### config.mk
export PLATFORM = sky130hd
export DESIGN_NAME = websocket_frame_deframer
export DESIGN_NICKNAME = d
export VERILOG_FILES = /design/src/rtl/core/wsdf_pkg.sv /design/src/rtl/core/websocket_frame_deframer.sv
export SDC_FILE = /design/constraint.sdc
export NUM_CORES = 1
export LEC_CHECK = 0
export BUFFER_PORTS_ARGS = -buffer_cell sky130_fd_sc_hd__buf_2
export CORE_MARGIN = 1.5
export CORE_UTILIZATION = 60
export CTS_BUF_LIST = sky130_fd_sc_hd__clkbuf_16
export DETAILED_ROUTE_END_ITERATION = 6
export PLACE_DENSITY_LB_ADDON = 0.05
export SKIP_LAST_GASP = 1
export SYNTH_ARGS = -nofsm -noshare
export SYNTH_HDL_FRONTEND = slang
export SYNTH_SLANG_ARGS = --single-unit
### constraint.sdc
create_clock -name clk -period 6.9 [get_ports clk]
set_input_delay 0.345 -clock clk [delete_from_list [all_inputs] [get_ports clk]]
set_output_delay 0.345 -clock clk [all_outputs]
set_load 0.01 [all_outputs]
### src/rtl/core/wsdf_pkg.sv
// ----------------------------------------------------------------------------
// wsdf_pkg
// Types and constants of the WebSocket frame deframer.
// ----------------------------------------------------------------------------
package wsdf_pkg;

	typedef struct packed {
		logic [7:0] data_byte;
		logic       new_connection;
	} wsdf_in_t;

	typedef struct packed {
		logic [7:0] payload_byte;
		logic [1:0] kind;
		logic       last_of_message;
		logic       empty_message;
		logic       frame_error;
	} wsdf_out_t;

	typedef enum logic [4:0] {
		PH_HDR0    = 5'b00001,
		PH_HDR1    = 5'b00010,
		PH_EXTLEN  = 5'b00100,
		PH_MASK    = 5'b01000,
		PH_PAYLOAD = 5'b10000
	} wsdf_phase_t;

	localparam logic [3:0] OP_TEXT   = 4'h1;
	localparam logic [3:0] OP_BINARY = 4'h2;
	localparam logic [3:0] OP_CLOSE  = 4'h8;
	localparam logic [3:0] OP_PING   = 4'h9;

	localparam logic [1:0] KIND_TEXT   = 2'd0;
	localparam logic [1:0] KIND_BINARY = 2'd1;
	localparam logic [1:0] KIND_PING   = 2'd2;
	localparam logic [1:0] KIND_CLOSE  = 2'd3;

	localparam logic [6:0] LEN16_CODE = 7'd126;
	localparam logic [6:0] LEN64_CODE = 7'd127;

	localparam logic [3:0] EXT16_BYTES = 4'd2;
	localparam logic [3:0] EXT64_BYTES = 4'd8;
	localparam logic [3:0] MASK_BYTES  = 4'd4;

	localparam logic [31:0] MAX_LEN_RESET = 32'd65536;

endpackage

### src/rtl/core/websocket_frame_deframer.sv
// ----------------------------------------------------------------------------
// websocket_frame_deframer
// Receive-side WebSocket frame parser for one connection: header, extended
// length, mask key, unmasked payload bytes with kind and last flags.
// ----------------------------------------------------------------------------
// Takes one stream byte per clock while in_stall is low and gives at most one
// result per byte. A byte is captured in the input register when it transfers
// and is parsed there in one pass of logic into the result register, which
// loads only while the result side is not stalled; the 64-bit length decrement
// and limit compare set the path. in_stall rises only while a result waits in
// the result register and a parsed byte waits in the input register.
module websocket_frame_deframer (
	input  logic               clk,
	input  logic               arst_n,
	input  logic               in_valid,
	output logic               in_stall,
	input  wsdf_pkg::wsdf_in_t in_data,
	output logic               out_valid,
	input  logic               out_stall,
	output wsdf_pkg::wsdf_out_t out_data,
	input  logic               cfg_wr_en,
	input  logic [31:0]        cfg_wr_data
);

	logic                  in_valid_s1;
	wsdf_pkg::wsdf_in_t    in_data_s1;
	logic                  advance;

	logic [31:0]           max_len_q;
	wsdf_pkg::wsdf_phase_t phase_q, phase_d;
	logic                  fin_q, fin_d;
	logic [3:0]            op_q, op_d;
	logic                  mask_q, mask_d;
	logic [3:0]            hcnt_q, hcnt_d;
	logic [63:0]           rem_q, rem_d;
	logic [1:0]            idx_q, idx_d;
	logic [31:0]           key_q, key_d;
	logic                  closed_q, closed_d;

	logic                  res_valid;
	wsdf_pkg::wsdf_out_t   res;
	logic                  out_valid_q;
	wsdf_pkg::wsdf_out_t   out_data_q;

	logic                  emit;
	logic [1:0]            emit_kind;
	logic [1:0]            pl_idx;
	logic [7:0]            key_byte;
	logic [63:0]           rem_dec;
	logic                  len_known;
	logic                  begin_pl;
	logic                  close_last;

	assign advance   = in_valid_s1 && (!out_valid_q || !out_stall);
	assign in_stall  = in_valid_s1 && !advance;
	assign out_valid = out_valid_q;
	assign out_data  = out_data_q;

	always_comb begin
		phase_d    = phase_q;
		fin_d      = fin_q;
		op_d       = op_q;
		mask_d     = mask_q;
		hcnt_d     = hcnt_q;
		rem_d      = rem_q;
		idx_d      = idx_q;
		key_d      = key_q;
		closed_d   = closed_q;
		res_valid  = 1'b0;
		res        = '0;
		len_known  = 1'b0;
		begin_pl   = 1'b0;
		close_last = 1'b0;

		if (in_data_s1.new_connection) begin
			phase_d  = wsdf_pkg::PH_HDR0;
			fin_d    = 1'b0;
			op_d     = '0;
			mask_d   = 1'b0;
			hcnt_d   = '0;
			rem_d    = '0;
			idx_d    = '0;
			key_d    = '0;
			closed_d = 1'b0;
		end

		emit      = fin_d;
		emit_kind = wsdf_pkg::KIND_TEXT;
		case (op_d)
			wsdf_pkg::OP_TEXT:   emit_kind = wsdf_pkg::KIND_TEXT;
			wsdf_pkg::OP_BINARY: emit_kind = wsdf_pkg::KIND_BINARY;
			wsdf_pkg::OP_PING:   emit_kind = wsdf_pkg::KIND_PING;
			wsdf_pkg::OP_CLOSE:  emit_kind = wsdf_pkg::KIND_CLOSE;
			default:             emit      = 1'b0;
		endcase

		pl_idx = idx_d;
		case (pl_idx)
			2'd0:    key_byte = key_d[31:24];
			2'd1:    key_byte = key_d[23:16];
			2'd2:    key_byte = key_d[15:8];
			default: key_byte = key_d[7:0];
		endcase
		rem_dec = rem_d - 64'd1;

		if (!closed_d) begin
			case (phase_d)
				wsdf_pkg::PH_HDR0: begin
					fin_d   = in_data_s1.data_byte[7];
					op_d    = in_data_s1.data_byte[3:0];
					phase_d = wsdf_pkg::PH_HDR1;
				end
				wsdf_pkg::PH_HDR1: begin
					mask_d = in_data_s1.data_byte[7];
					key_d  = '0;
					rem_d  = '0;
					if (in_data_s1.data_byte[6:0] == wsdf_pkg::LEN16_CODE) begin
						hcnt_d  = wsdf_pkg::EXT16_BYTES;
						phase_d = wsdf_pkg::PH_EXTLEN;
					end else if (in_data_s1.data_byte[6:0] == wsdf_pkg::LEN64_CODE) begin
						hcnt_d  = wsdf_pkg::EXT64_BYTES;
						phase_d = wsdf_pkg::PH_EXTLEN;
					end else begin
						rem_d     = {57'd0, in_data_s1.data_byte[6:0]};
						len_known = 1'b1;
					end
				end
				wsdf_pkg::PH_EXTLEN: begin
					rem_d  = {rem_d[55:0], in_data_s1.data_byte};
					hcnt_d = hcnt_d - 4'd1;
					if (hcnt_d == 4'd0) begin
						len_known = 1'b1;
					end
				end
				wsdf_pkg::PH_MASK: begin
					key_d  = {key_d[23:0], in_data_s1.data_byte};
					hcnt_d = hcnt_d - 4'd1;
					if (hcnt_d == 4'd0) begin
						begin_pl = 1'b1;
					end
				end
				wsdf_pkg::PH_PAYLOAD: begin
					rem_d = rem_dec;
					idx_d = pl_idx + 2'd1;
					if (rem_dec == 64'd0) begin
						phase_d = wsdf_pkg::PH_HDR0;
					end
					if (emit) begin
						res_valid        = 1'b1;
						res.payload_byte = in_data_s1.data_byte ^ key_byte;
						res.kind         = emit_kind;
						if (emit_kind == wsdf_pkg::KIND_CLOSE) begin
							close_last          = (rem_dec == 64'd0) || (pl_idx == 2'd1);
							res.last_of_message = close_last;
							if (close_last) begin
								closed_d = 1'b1;
							end
						end else begin
							res.last_of_message = (rem_dec == 64'd0);
						end
					end
				end
				default: begin
					phase_d = wsdf_pkg::PH_HDR0;
				end
			endcase

			if (len_known) begin
				if (rem_d[63:32] != 32'd0 || rem_d[31:0] > max_len_q) begin
					closed_d        = 1'b1;
					phase_d         = wsdf_pkg::PH_HDR0;
					res_valid       = 1'b1;
					res.frame_error = 1'b1;
				end else if (mask_d) begin
					phase_d = wsdf_pkg::PH_MASK;
					hcnt_d  = wsdf_pkg::MASK_BYTES;
				end else begin
					begin_pl = 1'b1;
				end
			end

			if (begin_pl) begin
				idx_d = '0;
				if (rem_d != 64'd0) begin
					phase_d = wsdf_pkg::PH_PAYLOAD;
				end else begin
					phase_d = wsdf_pkg::PH_HDR0;
					if (emit) begin
						res_valid           = 1'b1;
						res.kind            = emit_kind;
						res.last_of_message = 1'b1;
						res.empty_message   = 1'b1;
						if (emit_kind == wsdf_pkg::KIND_CLOSE) begin
							closed_d = 1'b1;
						end
					end
				end
			end
		end
	end

	always_ff @(posedge clk or negedge arst_n) begin
		if (!arst_n) begin
			in_valid_s1 <= 1'b0;
		end else if (in_valid && !in_stall) begin
			in_valid_s1 <= 1'b1;
		end else if (advance) begin
			in_valid_s1 <= 1'b0;
		end
	end

	always_ff @(posedge clk) begin
		if (in_valid && !in_stall) begin
			in_data_s1 <= in_data;
		end
	end

	always_ff @(posedge clk or negedge arst_n) begin
		if (!arst_n) begin
			max_len_q <= wsdf_pkg::MAX_LEN_RESET;
		end else if (cfg_wr_en) begin
			max_len_q <= cfg_wr_data;
		end
	end

	always_ff @(posedge clk or negedge arst_n) begin
		if (!arst_n) begin
			phase_q  <= wsdf_pkg::PH_HDR0;
			fin_q    <= 1'b0;
			op_q     <= '0;
			mask_q   <= 1'b0;
			hcnt_q   <= '0;
			rem_q    <= '0;
			idx_q    <= '0;
			key_q    <= '0;
			closed_q <= 1'b0;
		end else if (advance) begin
			phase_q  <= phase_d;
			fin_q    <= fin_d;
			op_q     <= op_d;
			mask_q   <= mask_d;
			hcnt_q   <= hcnt_d;
			rem_q    <= rem_d;
			idx_q    <= idx_d;
			key_q    <= key_d;
			closed_q <= closed_d;
		end
	end

	always_ff @(posedge clk or negedge arst_n) begin
		if (!arst_n) begin
			out_valid_q <= 1'b0;
		end else if (advance) begin
			out_valid_q <= res_valid;
		end else if (!out_stall) begin
			out_valid_q <= 1'b0;
		end
	end

	always_ff @(posedge clk) begin
		if (advance && res_valid) begin
			out_data_q <= res;
		end
	end

endmodule

== Word-level counts from Yosys, hierarchy flattened ==
Index checks and enable logic that the tools add are counted.
Widths: inputs -> output; s select.

* Bits in registers: 170
* Input port bits: 46
* Logic and storage cells: 151
* Output and inout port bits: 15

* $lt $le $gt $ge: 1
* Bitwise logic cells: 5
* Eq/ne operators: 15
* Muxes and demuxes: 86
* Reduce and logical (&&, ||, !) cells: 22
* $add $sub $neg: 3

{| class="wikitable"
|+ Operator list
! cell !! count
|-
| $mux 64 || 3
|-
| $pmux 64 s3 || 1
|-
| $logic_not 64->1 || 1
|-
| $mux 32 || 2
|-
| $pmux 32 s2 || 1
|-
| $reduce_bool 64->1 || 1
|-
| $sub 64x1->64 const B || 1
|-
| $mux 4 || 13
|-
| $mux 5 || 10
|-
| $mux 1 || 43
|-
| $gt 32x32->1 || 1
|-
| $reduce_bool 32->1 || 1
|-
| $pmux 8 s3 || 1
|-
| $pmux 5 s4 || 1
|-
| $eq 7x7->1 const B || 2
|-
| $mux 7 || 2
|-
| $eq 4x4->1 const B || 2
|-
| $mux 2 || 4
|-
| $pmux 4 s2 || 1
|-
| $xor 8x8->8 || 1
|-
| $mux 3 || 2
|-
| $pmux 2 s3 || 1
|-
| $reduce_or 3->1 || 2
|-
| $eq 5x1->1 const B || 1
|-
| other kinds (21) || 34
|}

== Depth between registers and ports, before layout ==
* Depth after elaboration: 15
* Gate-level depth with buffers: 25
* Gate-level depth less buffers: 21

== Least setup slack after synthesis ==
No wires, ideal clock.

* Path type: register -> register
* From: register in_data_s1[0] (netlist bit)
* To: register out_data_q, in the netlist out_data[0] (enable)
* Setup time: 387 ps
* Required time: 6513 ps
* Buffers on the path: 11
* Cell stages (with the launch flop): 23
* Data arrival time: 5331 ps
* Slack: 1182 ps
* Period minus slack after synthesis: 5718 ps
* Cell sequence: edfxtp_1 > buf_4 > buf_2 > buf_2 > buf_4 > buf_2 > buf_4 > buf_2 > buf_1 > clkbuf_1 > clkbuf_1 > o22ai_1 > ha_1 > nand4_1 > or3_1 > or4_1 > o211ai_1 > a21oi_1 > nor4b_1 > and3_1 > buf_4 > o21ai_0 > a21oi_1

* Cells in the longest elaborated chain, start to end: 13
* Elaborated cells on any way between the ends: 45
* Classes of those cells: add/sub: 2; order compare: 1; eq/ne: 8; mux: 28; reduce/logical: 6

{| class="wikitable"
|+ Ends and longest elaborated chain
! what !! line !! text
|-
| start, declared || websocket_frame_deframer.sv:26 || <nowiki>wsdf_pkg::wsdf_in_t in_data_s1;</nowiki>
|-
| start signal, assigned || websocket_frame_deframer.sv:214 || <nowiki>in_data_s1 <= in_data;</nowiki>
|-
| $mux 64, or another cell as far along || websocket_frame_deframer.sv:75 || <nowiki>if (in_data_s1.new_connection) begin</nowiki>
|-
| $sub 64x1->64, or another cell as far along || websocket_frame_deframer.sv:104 || <nowiki>rem_dec = rem_d - 64'd1;</nowiki>
|-
| $pmux 64 s3 or $reduce_or 4->1 (tied branches) || - ||
|-
| $mux 64 or $mux 1 (tied branches) || websocket_frame_deframer.sv:106, websocket_frame_deframer.sv:89 ||
|-
| $gt 32x32->1, or another cell as far along || websocket_frame_deframer.sv:169 || <nowiki>if (rem_d[63:32] != 32'd0 || rem_d[31:0] > max_len_q) begin</nowiki>
|-
| $logic_or 1x1->1 or $mux 1 (tied branches) || websocket_frame_deframer.sv:169, websocket_frame_deframer.sv:107 ||
|-
| $mux 1 || websocket_frame_deframer.sv:169 ||
|-
| $mux 1 || websocket_frame_deframer.sv:168 || <nowiki>if (len_known) begin</nowiki>
|-
| $mux 1 || websocket_frame_deframer.sv:188 || <nowiki>if (emit) begin</nowiki>
|-
| $mux 1 || websocket_frame_deframer.sv:184 || <nowiki>if (rem_d != 64'd0) begin</nowiki>
|-
| $mux 1 || websocket_frame_deframer.sv:182 || <nowiki>if (begin_pl) begin</nowiki>
|-
| $mux 1 * || websocket_frame_deframer.sv:106 || <nowiki>if (!closed_d) begin</nowiki>
|-
| $logic_and 1x1->1 * || websocket_frame_deframer.sv:261 || <nowiki>if (advance && res_valid) begin</nowiki>
|-
| end signal, assigned || websocket_frame_deframer.sv:262 || <nowiki>out_data_q <= res;</nowiki>
|-
| end, declared || websocket_frame_deframer.sv:43 || <nowiki>wsdf_pkg::wsdf_out_t out_data_q;</nowiki>
|}

Mark *: on every way between the ends. The rest lies on a longest branch, timed or not. The select of a mux whose other input is x is not followed.
A chain may end at the register's enable or synchronous reset.

== Worst setup path in the final report ==
* From: register rem_q[4]
* To: register out_data_q, in the netlist out_data[5] (enable)

* Cells in the longest elaborated chain, start to end: 13
* Elaborated cells on any way between the ends: 18
* Classes of those cells: add/sub: 1; order compare: 1; mux: 12; reduce/logical: 4

{| class="wikitable"
|+ Ends and longest elaborated chain
! what !! line !! text
|-
| start, declared || websocket_frame_deframer.sv:35 || <nowiki>logic [63:0] rem_q, rem_d;</nowiki>
|-
| start signal, assigned || websocket_frame_deframer.sv:243 || <nowiki>rem_q <= rem_d;</nowiki>
|-
| $mux 64 * || websocket_frame_deframer.sv:75 ||
|-
| $sub 64x1->64 || websocket_frame_deframer.sv:104 ||
|-
| $pmux 64 s3 * || websocket_frame_deframer.sv:107 || <nowiki>case (phase_d)</nowiki>
|-
| $mux 64 * || websocket_frame_deframer.sv:106 ||
|-
| $gt 32x32->1 or $reduce_bool 32->1 (tied branches) || websocket_frame_deframer.sv:169 ||
|-
| $logic_or 1x1->1 || websocket_frame_deframer.sv:169 ||
|-
| $mux 1 || websocket_frame_deframer.sv:169 ||
|-
| $mux 1 || websocket_frame_deframer.sv:168 ||
|-
| $mux 1 || websocket_frame_deframer.sv:188 ||
|-
| $mux 1 || websocket_frame_deframer.sv:184 ||
|-
| $mux 1 * || websocket_frame_deframer.sv:182 ||
|-
| $mux 1 * || websocket_frame_deframer.sv:106 ||
|-
| $logic_and 1x1->1 * || websocket_frame_deframer.sv:261 ||
|}

Marks and branches as above.

==> results.sh <==
export IMPL_synth_edf_count=22
export IMPL_synth_area_leader_cell="dfrtp_1"
export IMPL_core_mm2=0.02169
export IMPL_hp_class="in -> reg"
export IMPL_required_ns=7.05
export IMPL_place_area_mm2=0.01348
export IMPL_relSlewSlack_pct=-7.699
export IMPL_syn_cell_area_mm2=0.01322
export IMPL_hold_depth=1
export IMPL_finalCritPeriodShare_pct=94.37
export IMPL_synth_xor_area_share_pct=1.723
export IMPL_worst_path_largest_cell_delay_ns=1.24
export IMPL_dieArea_mm2=0.02293
export IMPL_synth_top_cells_by_area="dfrtp_1 (28%), nand2_1 (6.9%), o21ai_0 (6.9%), edfxtp_1 (5.0%), ha_1 (3.8%)"
export IMPL_path_cells="nor4_4, buf_4, and4_1, a31o_2, nand2_1, xnor2_1, o211ai_1, nor4_1, and3_2, and3_1, o21ai_0, a21oi_1, buf_4"
export IMPL_dpl_cell_count=1900
export IMPL_fillers=1918
export IMPL_finalMaxSlewViolations=2
export IMPL_htreeDepth=4
export IMPL_seq_area_frac_synth_pct=33.04
export IMPL_cts_root_buffer="clkbuf_16"
export IMPL_synth_cells=1685
export IMPL_antenna_found_initial=5
export IMPL_setup_slack_ns=0.3885
export IMPL_ys_types=87
export IMPL_stdcell_area_mm2=0.01413
export IMPL_synth_avg_cell_area_um2=7.844
export IMPL_die_width_um=151.4
export IMPL_ant_nets=0
export IMPL_final_nets=1726
export IMPL_post_cts_buffers=0
export IMPL_synth_fp_nets=1771
export IMPL_grt_max_degree=93
export IMPL_grt_pass1_vias=12869
export IMPL_pin_count=61
export IMPL_dr_total_vias=14051
export IMPL_fin_util_pct=65.14
export IMPL_holdWs_ns=0.06275
export IMPL_peakVddDrop_mv=0.1904
export IMPL_drtIter0Drc=2152
export IMPL_wl_per_cell_um=25.82
export IMPL_synth_top_family_by_area="compound AO/OA/AOI/OAI gates"
export IMPL_seq_area_mm2=0.004367
export IMPL_worst_pin_slew_ns=1.601
export IMPL_crit_fanout=13
export IMPL_multiInputGateArea_mm2=0.007985
export IMPL_critPathLaunchType="register"
export IMPL_ys_flop_type="dfrtp_1"
export IMPL_hold_viol_final=0
export IMPL_areaGrowthSynthToFinish_pct=6.892
export IMPL_rr_worst_depth=13
export IMPL_crit_family="simple AND/OR/NAND/NOR gates"
export IMPL_synth_simple_area_share_pct=26.14
export IMPL_drc_errors=10
export IMPL_final_common_cell="nand2_1"
export IMPL_grt_setup_unrepaired="no"
export IMPL_ys_warn_count=0
export IMPL_grt_usage_pct=44.65
export IMPL_cts_tree="yes"
export IMPL_worstHoldStart="in_data[8]"
export IMPL_synthMuxAreaShare_pct=1.212
export IMPL_clk_pin_slew_worst_paths_ns=0.08
export IMPL_synth_compound_area_share_pct=27.35
export IMPL_r2r_end="out_data[5]"
export IMPL_clock_sinks=170
export IMPL_place_hpwl_um=33510
export IMPL_cts_path_max_buffers=2
export IMPL_crit_path_end_kind="register"
export IMPL_hold_end="in_data_s1[8]"
export IMPL_crit_arrival_ns=6.66
export IMPL_tns_ns=0
export IMPL_fin_crit_ns=6.512
export IMPL_synth_adder_area_share_pct=3.786
export IMPL_overflow=0
export IMPL_skew_ns=0.01943
export IMPL_wl_um=49930
export IMPL_crit_top_cell="buf_4"
export IMPL_crit_buf_inv=2
export IMPL_violations="DRC, capacitance limit, slew limit"
export IMPL_gp_congestion=1.059
export IMPL_clk_latency_ns=0.46
export IMPL_leakagePower_nw=5.979
export IMPL_r2r_slack_ns=0.39
export IMPL_initial_utilization_pct=60.94
export IMPL_outcome="finished, violations left"
export IMPL_crit_slowest_cell="nor4_1"
export IMPL_stdcell_count=1934
export IMPL_ys_ff_latch=170
export IMPL_drive_gt1_share_pct=10.28
export IMPL_worstSetupPathType="reg -> reg"
export IMPL_power_total_mw=5.147
export IMPL_port_buffer_count=60
export IMPL_cap_violations=1
export IMPL_setup_violations_final=0
export IMPL_dp_slack_ns=0.9617
export IMPL_rr_startpoint="rem_q[4]"
export IMPL_first_pass_iters=7
export IMPL_synthArstFlopShare_pct=87.06
export IMPL_yosys_area_top_type_share_pct=27.64
export IMPL_cts_buffers=17
export IMPL_clock_fmax_mhz=153.6
export IMPL_final_cell_mix="nand2_1 (244), o21ai_0 (181), dfrtp_1 (146)"
export IMPL_cellPowerDensity_mw_per_mm2=364.3
export IMPL_grt_pass1_wl_um=76630
export IMPL_die_y_um=151.4
export IMPL_num_rows=54
export IMPL_vias_per_cell=7.265
==> how the worst max path moves through the flow <==
stage                             end          start  cells after the start
after floorplan           out_data[0]  in_data_s1[0]                     22
after global placement    out_data[8]     phase_q[1]                     15
after detailed placement  out_data[8]     phase_q[1]                     15
after CTS                 out_data[5]     phase_q[1]                     15
after global routing      out_data[5]       rem_q[4]                     18
final                     out_data[5]       rem_q[4]                     13
==> layer usage <==
metal  vias up  GRT usage, %  part of all wire (%)
met3       258         16.36                    13
met1      6541         57.63                    38
li1       6217             -                     -
met4         4         27.91                   7.2
met5         -             0                 0.046
met2      1031         62.89                    42
==> synthesized netlist by cell type, types with 11 or more instances <==
library cell and n:
a211oi_1 11, a21o_1 17, a21oi_1 83, a222oi_1 12, a22o_1 16, a22oi_1 51
a31oi_1 23, and3_1 18, buf_1 12, buf_2 21, clkbuf_1 113, dfrtp_1 146
edfxtp_1 22, ha_1 40, inv_1 66, nand2_1 244, nand3_1 36, nand4_1 34
nor2_1 102, nor2b_1 18, nor3_1 49, nor4_1 45, o211ai_1 17, o21ai_0 181
o31ai_1 15, or3_1 19, or4_1 18, xnor2_1 18
==> what timing repair did <==
action | CTS | global route
hold buffers | 1 | 0
gates resized for setup | 0 | 0
hold endpoints to repair | 58 | 0
==> flip-flops by register name, indices dropped and copies added, names as in the netlist <==
signal       flops
in_data_s1       9
out_data        13
phase_q          5
hcnt_q           4
op_q             4
max_len_q       32
idx_q            2
in_valid_s1      1
rem_q           64
closed_q         1
out_valid        1
fin_q            1
mask_q           1
key_q           32
==> final cells by class <==
cell class              count  share of cell area, %
multi-input cells        1294                  56.52
inverters                  67                  1.780
clock buffers              17                  3.011
clock inverters            15                  1.505
repair buffers             90                  3.781
flip-flops and latches    170                  30.91
diodes                      1                0.01771
well taps                 280                  2.480
==> worst reg2reg max path, stage by stage, from the launching register on <==
cell,delay [ns]
dfrtp_1,0.51
nor4_4,0.65
buf_4,0.29
and4_1,0.54
a31o_2,0.38
nand2_1,0.18
xnor2_1,0.97
o211ai_1,0.17
nor4_1,1.24
and3_2,0.42
and3_1,0.32
o21ai_0,0.11
a21oi_1,0.16
buf_4,0.25
==> logic make-up (layout without fill, tap and decap cells) <==
kind of cell    count (synthesis)  after routing
fa+ha+maj                      40             40
compound gates                546            546
buf+inv                       221            189
xor+xnor                       26             26
flops                         170            170
simple gates                  667            667
other cells                     0              1
mux                            15             15
==> where the power goes <==
part	total, mW	internal, mW	switching (mW)
clock	1.07	0.507	0.559
combinational	2.70	0.844	1.86
sequential	1.38	1.12	0.254
total	5.15	2.48	2.67
Note: power is estimated with default switching activity, not from simulation.
